$ cat config.mk
export PLATFORM = sky130hd
export DESIGN_NAME = mtt_cell
export DESIGN_NICKNAME = d
export VERILOG_FILES = /design/src/design/matrix_times_transpose_defines.svh /design/src/design/mtt_pkg.sv /design/src/design/mtt_ram.sv /design/src/design/mtt_cell.sv
export SDC_FILE = /design/constraint.sdc
export NUM_CORES = 1
export LEC_CHECK = 0
export BUFFER_PORTS_ARGS = -buffer_cell sky130_fd_sc_hd__buf_2
export CAP_MARGIN = 20
export CORE_MARGIN = 2
export CORE_UTILIZATION = 56
export DETAILED_ROUTE_END_ITERATION = 16
export PLACE_DENSITY = 0.75
export RECOVER_POWER = 50
export SLEW_MARGIN = 20
export SYNTH_ARGS = -nofsm -noshare
export SYNTH_HDL_FRONTEND = slang
export SYNTH_SLANG_ARGS = --single-unit
$ cat constraint.sdc
create_clock -name clk -period 8.95 [get_ports clk]
set_input_delay 0.895 -clock clk [delete_from_list [all_inputs] [get_ports clk]]
set_output_delay 0.895 -clock clk [all_outputs]
set_load 0.02 [all_outputs]
$ cat src/design/matrix_times_transpose_defines.svh
// ----------------------------------------------------------------------------
// Assertion macros for matrix_times_transpose
// Short forms of the concurrent checks used in the top level.
// ----------------------------------------------------------------------------
`ifndef MATRIX_TIMES_TRANSPOSE_DEFINES_SVH
`define MATRIX_TIMES_TRANSPOSE_DEFINES_SVH

// Same-cycle implication, sampled on clk, disabled while in reset.
`define MTT_ASSERT_NOW(lbl, ante, cons, msg) \
	lbl: assert property (@(posedge clk) disable iff (!arst_n) (ante) |-> (cons)) \
		else $error(msg);

// Next-cycle implication, sampled on clk, disabled while in reset.
`define MTT_ASSERT_NEXT(lbl, ante, cons, msg) \
	lbl: assert property (@(posedge clk) disable iff (!arst_n) (ante) |=> (cons)) \
		else $error(msg);

`endif

$ cat src/design/mtt_pkg.sv
// ----------------------------------------------------------------------------
// mtt_pkg
// Types, widths and codes shared by the matrix_times_transpose files.
// ----------------------------------------------------------------------------
`default_nettype none

package mtt_pkg;

	localparam int MTT_MAX_OUTPUTS = 16;
	localparam int MTT_MAX_INNER   = 16;
	// The index fields are four bits wide, so at most sixteen rows and columns.
	localparam int FIELD_LIMIT     = 16;

	localparam int VALUE_W = 16;
	localparam int PROD_W  = 32;
	localparam int SUM_W   = 40;
	localparam int IDX_W   = 4;
	localparam int ROWNUM_W = 16;
	localparam int REG_W   = 5;
	localparam int CFG_IDX_W = 1;

	localparam logic [REG_W-1:0] REG_RESET = 5'd16;

	localparam logic [CFG_IDX_W-1:0] REG_INNER_LENGTH = 1'b0;
	localparam logic [CFG_IDX_W-1:0] REG_OUTPUT_COUNT = 1'b1;

	localparam logic OP_WRITE_B  = 1'b0;
	localparam logic OP_STREAM_A = 1'b1;

	// Control broadcast from the top level to every cell.
	typedef struct packed {
		logic             adv;      // pipeline moves this cycle
		logic             acc_go;   // stage-2 element is accumulated
		logic             row_end;  // stage-2 element closes the row
		logic             shift;    // result chain moves one place
		logic [REG_W-1:0] nout;     // B rows in use
	} mtt_ctl_t;

	// One result slot of the chain.
	typedef struct packed {
		logic                    valid;
		logic                    last;
		logic [IDX_W-1:0]        col;
		logic signed [SUM_W-1:0] sum;
	} mtt_res_t;

endpackage

`default_nettype wire

$ cat src/design/mtt_ram.sv
// ----------------------------------------------------------------------------
// mtt_ram
// Generic single-write, single-read RAM with a registered read port.
// ----------------------------------------------------------------------------
`default_nettype none

module mtt_ram #(
	parameter int WIDTH = 16,
	parameter int DEPTH = 16,
	localparam int AW = (DEPTH > 1) ? $clog2(DEPTH) : 1
) (
	input  wire logic             clk,
	input  wire logic             we,
	input  wire logic [AW-1:0]    waddr,
	input  wire logic [WIDTH-1:0] wdata,
	input  wire logic             re,
	input  wire logic [AW-1:0]    raddr,
	output logic      [WIDTH-1:0] rdata
);

	logic [WIDTH-1:0] mem_q [DEPTH];

	always_ff @(posedge clk) begin
		if (we) begin
			mem_q[waddr] <= wdata;
		end
		if (re) begin
			rdata <= mem_q[raddr];
		end
	end

endmodule

`default_nettype wire

$ cat src/design/mtt_cell.sv
// ----------------------------------------------------------------------------
// mtt_cell
// One B row: its store, a multiplier, an accumulator and a result slot.
// ----------------------------------------------------------------------------
`default_nettype none

module mtt_cell import mtt_pkg::*; #(
	parameter int IDX   = 0,
	parameter int DEPTH = 16,
	localparam int AW = (DEPTH > 1) ? $clog2(DEPTH) : 1
) (
	input  wire logic                      clk,
	input  wire logic                      arst_n,
	input  wire mtt_ctl_t                  ctl,
	input  wire logic                      wr_en,
	input  wire logic [AW-1:0]             wr_addr,
	input  wire logic [VALUE_W-1:0]        wr_data,
	input  wire logic                      rd_en,
	input  wire logic [AW-1:0]             rd_addr,
	input  wire logic signed [VALUE_W-1:0] a_s1,
	input  wire mtt_res_t                  res_in,
	output mtt_res_t                       res_q
);

	logic [VALUE_W-1:0]       b_s1;
	logic signed [PROD_W-1:0] prod_s2;
	logic signed [SUM_W-1:0]  acc_q;
	logic signed [SUM_W-1:0]  sum;
	logic                     in_use;
	logic                     is_last;

	mtt_ram #(.WIDTH(VALUE_W), .DEPTH(DEPTH)) u_store (
		.clk   (clk),
		.we    (wr_en),
		.waddr (wr_addr),
		.wdata (wr_data),
		.re    (rd_en),
		.raddr (rd_addr),
		.rdata (b_s1)
	);

	assign in_use  = REG_W'(IDX) < ctl.nout;
	assign is_last = REG_W'(IDX) == (ctl.nout - REG_W'(1));
	assign sum     = acc_q + {{(SUM_W-PROD_W){prod_s2[PROD_W-1]}}, prod_s2};

	always_ff @(posedge clk) begin
		if (ctl.adv) begin
			prod_s2 <= a_s1 * $signed(b_s1);
		end
	end

	always_ff @(posedge clk or negedge arst_n) begin
		if (!arst_n) begin
			acc_q <= '0;
		end else if (ctl.acc_go) begin
			if (ctl.row_end) begin
				acc_q <= '0;
			end else if (in_use) begin
				acc_q <= sum;
			end
		end
	end

	// A finished row is loaded only into an empty chain, so load and shift
	// never compete for a slot that holds data.
	always_ff @(posedge clk or negedge arst_n) begin
		if (!arst_n) begin
			res_q.valid <= 1'b0;
			res_q.last  <= 1'b0;
			res_q.col   <= '0;
			res_q.sum   <= '0;
		end else if (ctl.acc_go && ctl.row_end) begin
			res_q.valid <= in_use;
			res_q.last  <= in_use && is_last;
			res_q.col   <= IDX_W'(IDX);
			res_q.sum   <= sum;
		end else if (ctl.shift) begin
			res_q <= res_in;
		end
	end

endmodule

`default_nettype wire
==> flow_summary.yaml, run 1 <==
sta:
  setup_tns_ns: 0
  fin_skew_ns: 0.0227
  post-route-min-period_ns: 6.71
  max_freq_ghz: 0.149
  fin_ws_ns: 2.24
  relSlewSlack: -0.648
  slew_viol_final: 122
  post-route-period-util: 0.750
  final_hold_viol_count: 0
  setup_violations: 0
  worst_hold_slack_ns: 0.495
  worst_pin_slew_ns: 2.47
  rsz0062_at_grt: "no"
clock_network:
  htree_levels: 2
  cts_hold_buf: 0
  post_cts_buffers: 0
  numCtsBuffers: 39
  clock_latency_ns: 0.58
  clockBufferDepth: 3
  root_buffer: "clkbuf_16"
  cts_resized: 0
  path_clk_slew_ns: 0.06
  cts_tree: "yes"
  cts.sinks: 390
finish:
  utilization: 0.618
  syn_to_final_growth_pct: 9.64
  n_fill_cell: 3586
  multi_input_area_sq_um: 13900
  drive_gt1_frac: 0.137
  fin_nets: 2736
  regArea_sq_um: 11300
global_route:
  gr-total-overflow: 0
  antenna_found_initial: 8
  grt_max_degree: 88
  grt_pass1_wl_mm: 95.4
  grtUsageTotal: 0.247
  grt_pass1_vias: 18126
setup_path:
  cp_num_cells: 21
  crit_end: "prod_s2[28]$_DFFE_PP_"
  worstPathArrival_ns: 7.03
  critPathLaunchType: "flip-flop"
  slowest_delay_ns: 0.77
  cp_common_cell: "fa_1"
  critical_path.cell_chain: "nand2_1, fa_1, inv_1, fa_1, inv_1, fa_1, inv_1, fa_1, fa_1, inv_1, fa_1, inv_1, ha_1, o21a_1, o21ai_0, a21oi_1, o31a_1, a41o_1, a2111oi_2, o21bai_1, xor2_1"
  critical_path.max_fanout: 16
  path_class: "reg -> reg"
  critPathCaptureType: "flip-flop"
  r2r_end: "prod_s2[28]$_DFFE_PP_"
  r2r_start: "u_store.rdata[7]$_DFFE_PP_"
  r2r_setup_slack_ns: 2.24
  worstRegToRegCells: 21
  startpoint: "u_store.rdata[7]$_DFFE_PP_"
  worstPathRequired_ns: 9.27
  path_buf_inv: 5
  critPathSlowestCell: "edfxtp_1"
  crit_family: "adder cells"
synthesis:
  synth_edf_count: 304
  avgSynthCellArea_sq_um: 12.6
  yosysMostFrequentCell: "inv_1"
  netlist_top_cells_count: "inv_1, edfxtp_1, fa_1"
  synthArstFlopShare: 0.221
  ys_top_cells_by_area: "edfxtp_1, fa_1, dfrtp_1"
  yosysTopAreaCell: "edfxtp_1"
  synth_mux_area_frac: 0.0835
  synth_ff_type: "edfxtp_1"
  syn_nets: 2613
  synth_adder_area_share: 0.253
  yosys_warnings: 0
  synth_area_sq_um: 26700
  synth-compound-area-share: 0.0748
  synthSimpleGateAreaFrac: 0.0838
  synth-xor-area-share: 0.0238
  synth_top_family_by_area: "adder cells"
  synth_top_area_frac: 0.341
  ys_seq_area_frac: 0.422
  ys_ff_latch: 390
  yosysUniqueCellTypes: 69
  synthCells: 2130
routing:
  avgRoutedWirePerCell_um: 20.2
  vias_per_cell: 5.73
  ant_nets: 0
  routed_wl_mm: 58.5
  drt_first_pass_iters: 5
  drc: 0
  num_vias: 16590
  drtIter0Drc: 1273
run_status:
  outcome: "finished with violations"
  failed_checks: "max-capacitance violations, max-slew violations"
floorplanning:
  std_cell_rows: 80
  die_w_um: 223
  fp.dieArea_sq_um: 49500
  dieHeight_um: 223
  ioPinCount: 145
  core_sq_um: 47400
  start_util: 0.564
worst_hold_path:
  min_path_type: "reg -> reg"
  min_from: "acc_q[33]$_DFFE_PN0P_"
placed_design:
  io_buffers: 144
  dp_slack_ns: 1.87
  dp_hpwl_mm: 41.7
  gp_congestion: 0.877
run:
  cap_violations: 3
-- cells by family (layout without fill, tap and decap cells) --
family	Yosys count	count (layout)
simple gates	460	460
buf+inv	417	564
flops	390	390
fa+ha+maj	384	384
compound gates	285	285
mux	123	123
xor+xnor	71	71
other cells	0	2
-- sequential cells by signal, summed over array words and instances (netlist names) --
signal and cells:
prod_s2 32, acc_q 40, u_store.rdata 16, res_q 46
u_store.mem_q 256
-- metal layers --
layer | up-vias | track usage | wire [um]
met3 | 147 | 0.0374 | 3490
met4 | 8 | 0.0888 | 1960
met5 | - | 0 | 38
met1 | 8381 | 0.308 | 22700
li1 | 7469 | - | -
met2 | 585 | 0.439 | 30200
-- through the flow --
stage,std cells,instance area [sq um]
after detailed placement,2827,28100
after global routing,2894,29300
final,2894,29300
after global placement,2827,28100
after floorplan,2130,26700
after CTS,2892,29400
-- how the worst min path moves through the flow --
stage / to / slack (ns) / depth (start not counted)
floorplan: acc_q[25]$_DFFE_PN0P_ / 0.45 / 2
global placement: acc_q[25]$_DFFE_PN0P_ / 0.48 / 2
detailed placement: acc_q[33]$_DFFE_PN0P_ / 0.48 / 2
CTS: acc_q[1]$_DFFE_PN0P_ / 0.29 / 1
global route: acc_q[24]$_DFFE_PN0P_ / 0.52 / 1
finish: acc_q[33]$_DFFE_PN0P_ / 0.49 / 2
-- worst register-to-register path: cells and delay by family, from the launching register on --
kind / cells / cell delay, ns
adders and majority gates: 7 / 3.37
AOI/OAI and AO/OA: 7 / 1.74
DFF: 1 / 0.77
buffers and inverters: 5 / 0.26
and+or+nand+nor: 1 / 0.17
xor gates and xnor gates: 1 / 0.15
-- cell type report --
| type | count | share of cell area |
|---|---|---|
| Multi-Input combinational cell | 1323 | 0.475 |
| Sequential cell | 390 | 0.385 |
| Inverter | 332 | 0.0425 |
| Clock buffer | 47 | 0.0357 |
| Timing Repair Buffer | 167 | 0.0289 |
| Tap cell | 615 | 0.0262 |
| Clock inverter | 18 | 0.00730 |
| Antenna cell | 2 | 0.000171 |
-- cells in the final DEF (no fill, tap or decap), types with 7 or more instances in the layout --
cell type,n
a21oi_1,59
o21bai_1,11
nor3_1,10
dfrtp_1,86
nand2b_1,13
nand2_1,186
ha_1,121
edfxtp_1,304
and2_1,125
a31oi_1,7
nand4_1,9
xor2_1,21
o21ai_0,59
nand3_1,13
o21a_1,10
mux2i_1,43
clkbuf_16,40
buf_4,18
a21o_1,36
nor2_1,68
mux4_2,80
buf_2,123
clkbuf_1,31
a211o_1,7
a22o_1,35
inv_1,332
fa_1,263
xnor2_1,49
o211ai_1,10
Power of run 1 is left out: the tool's default activity adds up to more than one toggle a clock period on the data nets, which glitch-free logic cannot reach.
==> inputs of run 2 (changes only) <==
PLACE_DENSITY = 0.78   (was 0.75)
clock period = 5.75 ns   (was 8.95 ns; I/O delays follow)
==> run 2 against run 1 <==
  * The run ends with max-capacitance violations, max-slew violations, negative setup slack left
  * Global-route usage up 0.46 points
  * Register-to-register slack worse by 2.6 ns
  * Wire length up 4.1%
  * Non-clock buffer count up 151
  * Final cell count up 5.4%
  * Sequential share of layout area down 1.8 points
  * Fmax up 10%
  * Worst hold slack worse by 0.26 ns
  * Highest routed layer unchanged
==> flow_summary.yaml, run 2 (same netlist as run 1, synthesis figures left out) <==
run_status:
  outcome: "finished with violations"
  failed_checks: "max-capacitance violations, max-slew violations, negative setup slack"
global_route:
  busiest_layer: "met2"
  antenna_found_initial: 7
  grt.met2_usage: 0.443
  grt_max_degree: 87
  grt_pass1_vias: 18260
  gr-total-overflow: 0
  grtUsageMet1: 0.318
  met3_usage: 0.0431
  grtUsageTotal: 0.251
  grt_pass1_wl_mm: 97.5
setup_path:
  worstRegToRegCells: 22
  r2r_setup_slack_ns: -0.33
  critical_path.max_fanout: 6
  path_class: "reg -> reg"
  crit_end: "prod_s2[31]$_DFFE_PP_"
  critPathLaunchType: "flip-flop"
  worstPathRequired_ns: 6.10
  r2r_start: "u_store.rdata[5]$_DFFE_PP_"
  worstPathArrival_ns: 6.43
  r2r_end: "prod_s2[31]$_DFFE_PP_"
  startpoint: "u_store.rdata[5]$_DFFE_PP_"
  critPathCaptureType: "flip-flop"
placed_design:
  io_buffers: 144
  gp_congestion: 0.889
  placedCellCount: 2962
  dp_hpwl_mm: 43.9
routing:
  num_vias: 17307
  drt_first_pass_iters: 5
  vias_per_cell: 5.67
  ant_nets: 0
  drc: 0
  avgRoutedWirePerCell_um: 20.0
  routed_wl_mm: 60.9
  drtIter0Drc: 1269
finish:
  largest_reg_flops: 256
  instances_no_fill: 3050
  drive_gt1_frac: 0.217
  fin_nets: 2887
  final_cell_mix: "inv_1, edfxtp_1, fa_1"
  utilization: 0.649
  top_register: "u_store.mem_q"
  top_regs: "u_store.mem_q: 256 flops, res_q: 46 flops, acc_q: 40 flops"
  syn_to_final_growth_pct: 15.1
  final_common_cell: "inv_1"
floorplanning:
  start_util: 0.564
  die_w_um: 223
  std_cell_rows: 80
  fp.dieArea_sq_um: 49500
  core_sq_um: 47400
  ioPinCount: 145
  dieHeight_um: 223
sta:
  relSlewSlack: -2.00
  final_hold_viol_count: 0
  worst_pin_slew_ns: 4.49
  max_freq_ghz: 0.164
  rsz0062_at_grt: "yes"
  slew_viol_final: 120
  post-route-period-util: 1.06
  post-route-min-period_ns: 6.08
  fin_ws_ns: -0.330
  setup_violations: 11
  fin_skew_ns: 0.0253
run:
  cap_violations: 2
clock_network:
  path_clk_slew_ns: 0.06
  clockBufferDepth: 3
  cts.sinks: 390
  root_buffer: "clkbuf_16"
  htree_levels: 2
  cts_tree: "yes"
  clock_latency_ns: 0.59
  numCtsBuffers: 39
worst_hold_path:
  min_path_type: "in -> reg"
[run 2: worst min path at each step]
stage,to,start,cells past startpoint
after floorplan,acc_q[0]$_DFFE_PN0P_,arst_n,0
after global placement,acc_q[33]$_DFFE_PN0P_,acc_q[33]$_DFFE_PN0P_,2
after detailed placement,acc_q[33]$_DFFE_PN0P_,acc_q[33]$_DFFE_PN0P_,2
after CTS,acc_q[33]$_DFFE_PN0P_,arst_n,1
after global routing,res_q[44]$_DFFE_PN0P_,ctl[0],3
final,res_q[44]$_DFFE_PN0P_,ctl[0],3
[run 2: what timing repair did]
action,CTS,global route
endpoints found under the hold margin,0,0
pin swaps,20,23
endpoints found under the setup margin,10,13
setup buffers,12,8
resized for setup,29,19
hold buffers,0,0
[run 2: routing by layer]
metal | vias to the layer above | share of wire | wire [um]
li1 | 7776 | - | -
met1 | 8748 | 0.40 | 24500
met2 | 639 | 0.51 | 30800
met3 | 134 | 0.062 | 3770
met4 | 10 | 0.029 | 1760
met5 | - | 0.0011 | 68
[run 2: area by class of cell]
cell class                      instances  area (sq um)
Fill cell                            3408         16700
Multi-Input combinational cell       1323         14200
Sequential cell                       390         11300
Timing Repair Buffer                  318          2040
Inverter                              332          1250
Clock buffer                           48          1080
Tap cell                              615           769
Clock inverter                         19           181
Antenna cell                            5          12.5
[run 2: worst max-delay path, cell delays in order (launching register included)]
cell and delay [ns]:
edfxtp_1 0.38, buf_6 0.16, and2_4 0.14, fa_1 0.56
inv_2 0.05, fa_1 0.48, fa_1 0.52, inv_2 0.05
fa_1 0.50, fa_1 0.54, inv_2 0.04, fa_1 0.52
inv_2 0.05, ha_4 0.25, a211o_1 0.29, o32ai_2 0.28
a211o_1 0.23, a21oi_4 0.09, o31ai_4 0.24, a21oi_2 0.12
buf_4 0.16, o221ai_2 0.13, xnor2_1 0.08
[run 2: metrics by stage]
stage,hold WS [ns],area [sq um],TNS (ns),worst slack (ns)
2_1_floorplan,0.279,27000,-0.146,-0.0923
3_3_place_gp,0.479,29300,-3.26,-0.449
3_5_place_dp,0.490,29300,-4.33,-0.558
4_1_cts,0.203,30700,-1.62,-0.230
5_1_grt,0.233,30800,-4.96,-0.521
6_report,0.232,30800,-2.70,-0.330
Power of run 2 is left out for the same reason.
==> inputs of run 3 (changes only) <==
CELL_PAD_IN_SITES_DETAIL_PLACEMENT = 0   (was unset)
CELL_PAD_IN_SITES_GLOBAL_PLACEMENT = 1   (was unset)
CORE_UTILIZATION = 47   (was 56)
PLACE_DENSITY = 0.79   (was 0.78)
==> run 3 against run 2 <==
  * The run still ends with max-capacitance violations, max-slew violations, negative setup slack left
  * Sequential cell count unchanged
  * Worst hold slack gained 0.013 ns
  * Die area is 19% higher
  * Largest cell class unchanged
  * Core utilization is 9.8 points lower
  * Final area increased by 0.79%
  * Critical path type unchanged
==> flow_summary.yaml, run 3 (same netlist as run 1, synthesis figures left out) <==
sta:
  final_hold_viol_count: 0
  fin_ws_ns: -0.233
  slew_viol_final: 75
  relSlewSlack: -0.571
  post-route-min-period_ns: 5.98
  setup_violations: 10
  worst_hold_slack_ns: 0.245
  fin_skew_ns: 0.0211
  post-route-period-util: 1.04
  rsz0062_at_grt: "yes"
  max_freq_ghz: 0.167
  worst_pin_slew_ns: 2.36
finish:
  final_area_sq_um: 31000
  fin_nets: 2885
  final_cell_mix: "inv_1, edfxtp_1, fa_1"
  multi_input_area_sq_um: 14200
  final_common_cell: "inv_1"
  drive_gt1_frac: 0.214
  regArea_sq_um: 11300
  utilization: 0.551
  top_regs: "u_store.mem_q: 256 flops, res_q: 46 flops, acc_q: 40 flops"
  n_fill_cell: 4682
  syn_to_final_growth_pct: 16.0
  top_register: "u_store.mem_q"
  largest_reg_flops: 256
global_route:
  gr-total-overflow: 0
  grt_pass1_wl_mm: 97.2
  grt_max_degree: 87
  grtUsageTotal: 0.209
  grt_pass1_vias: 18161
  antenna_found_initial: 4
setup_path:
  worstPathArrival_ns: 6.31
  worstPathRequired_ns: 6.08
  critPathLaunchType: "flip-flop"
  critPathCaptureType: "flip-flop"
  path_class: "reg -> reg"
  critical_path.max_fanout: 6
  r2r_start: "u_store.rdata[5]$_DFFE_PP_"
  startpoint: "u_store.rdata[5]$_DFFE_PP_"
routing:
  vias_per_cell: 5.29
  drtIter0Drc: 1162
  drt_first_pass_iters: 5
  num_vias: 16902
  routed_wl_mm: 59.6
  drc: 0
  ant_nets: 0
  avgRoutedWirePerCell_um: 18.7
run_status:
  outcome: "finished with violations"
  failed_checks: "max-capacitance violations, max-slew violations, negative setup slack"
floorplanning:
  die_w_um: 243
  fp.dieArea_sq_um: 58800
  start_util: 0.475
  dieHeight_um: 243
  core_sq_um: 56300
  std_cell_rows: 87
  ioPinCount: 145
worst_hold_path:
  min_path_type: "in -> reg"
  min_from: "ctl[0]"
clock_network:
  cts.sinks: 390
  path_clk_slew_ns: 0.06
  numCtsBuffers: 41
  root_buffer: "clkbuf_16"
  cts_tree: "yes"
  clock_latency_ns: 0.58
  htree_levels: 2
  clockBufferDepth: 3
run:
  cap_violations: 2
placed_design:
  placed_area_sq_um: 29500
  dp_slack_ns: -0.563
  dp_hpwl_mm: 44.1
  gp_congestion: 0.882
  io_buffers: 144
run 3: worst paths after layout:
kind                       cells past startpoint               endpoint  slack (ns)
setup / recovery                              22  prod_s2[28]$_DFFE_PP_       -0.23
hold / removal                                 3  res_q[44]$_DFFE_PN0P_        0.24
setup reg to reg                              22  prod_s2[28]$_DFFE_PP_       -0.23
hold reg to reg                                2  acc_q[32]$_DFFE_PN0P_        0.49
max in group asynchronous                      3   res_q[7]$_DFFE_PN0P_        2.87
min in group asynchronous                      2  res_q[43]$_DFFE_PN0P_        1.26
run 3: final cells by class:
class | instances | share of cell area
Multi-Input combinational cell | 1323 | 0.459
Sequential cell | 390 | 0.364
Timing Repair Buffer | 314 | 0.0656
Inverter | 332 | 0.0402
Clock buffer | 52 | 0.0344
Tap cell | 756 | 0.0305
Clock inverter | 22 | 0.00689
Antenna cell | 4 | 0.000323
run 3: what timing repair did:
| action | in CTS | in global routing |
|---|---|---|
| hold buffers | 1 | 0 |
| pin swaps | 26 | 11 |
| resized for setup | 29 | 20 |
| setup endpoints to repair | 10 | 12 |
| endpoints found under the hold margin | 13 | 0 |
| setup buffers | 8 | 2 |
run 3: worst max-delay path: stages, from the launching register on:
cell       delay, ns
edfxtp_1        0.52
buf_6           0.18
and2_4          0.13
fa_1            0.51
inv_2           0.04
fa_1            0.46
fa_1            0.50
inv_2           0.04
fa_1            0.47
fa_1            0.51
inv_2           0.04
fa_1            0.49
inv_2           0.05
ha_4            0.23
a211oi_2        0.19
o211ai_1        0.13
o21ai_2         0.10
a21oi_2         0.08
o31a_1          0.33
a41o_1          0.23
a2111oi_2       0.23
o21bai_1        0.11
xor2_1          0.14
run 3: stage by stage:
stage | TNS [ns] | cells
after detailed placement | -4.49 | 3105
after CTS | -1.63 | 3187
after global routing | -3.43 | 3193
after global placement | -3.88 | 3104
final | -1.33 | 3193
after floorplan | -0.146 | 2130
run 3: layer usage:
layer	routed length, um	global-route usage	vias to the layer above
met5	0	0	-
met4	1630	0.0663	0
met3	3390	0.0314	105
met2	28500	0.346	535
met1	26100	0.285	8471
li1	-	-	7791
Power of run 3 is left out for the same reason.
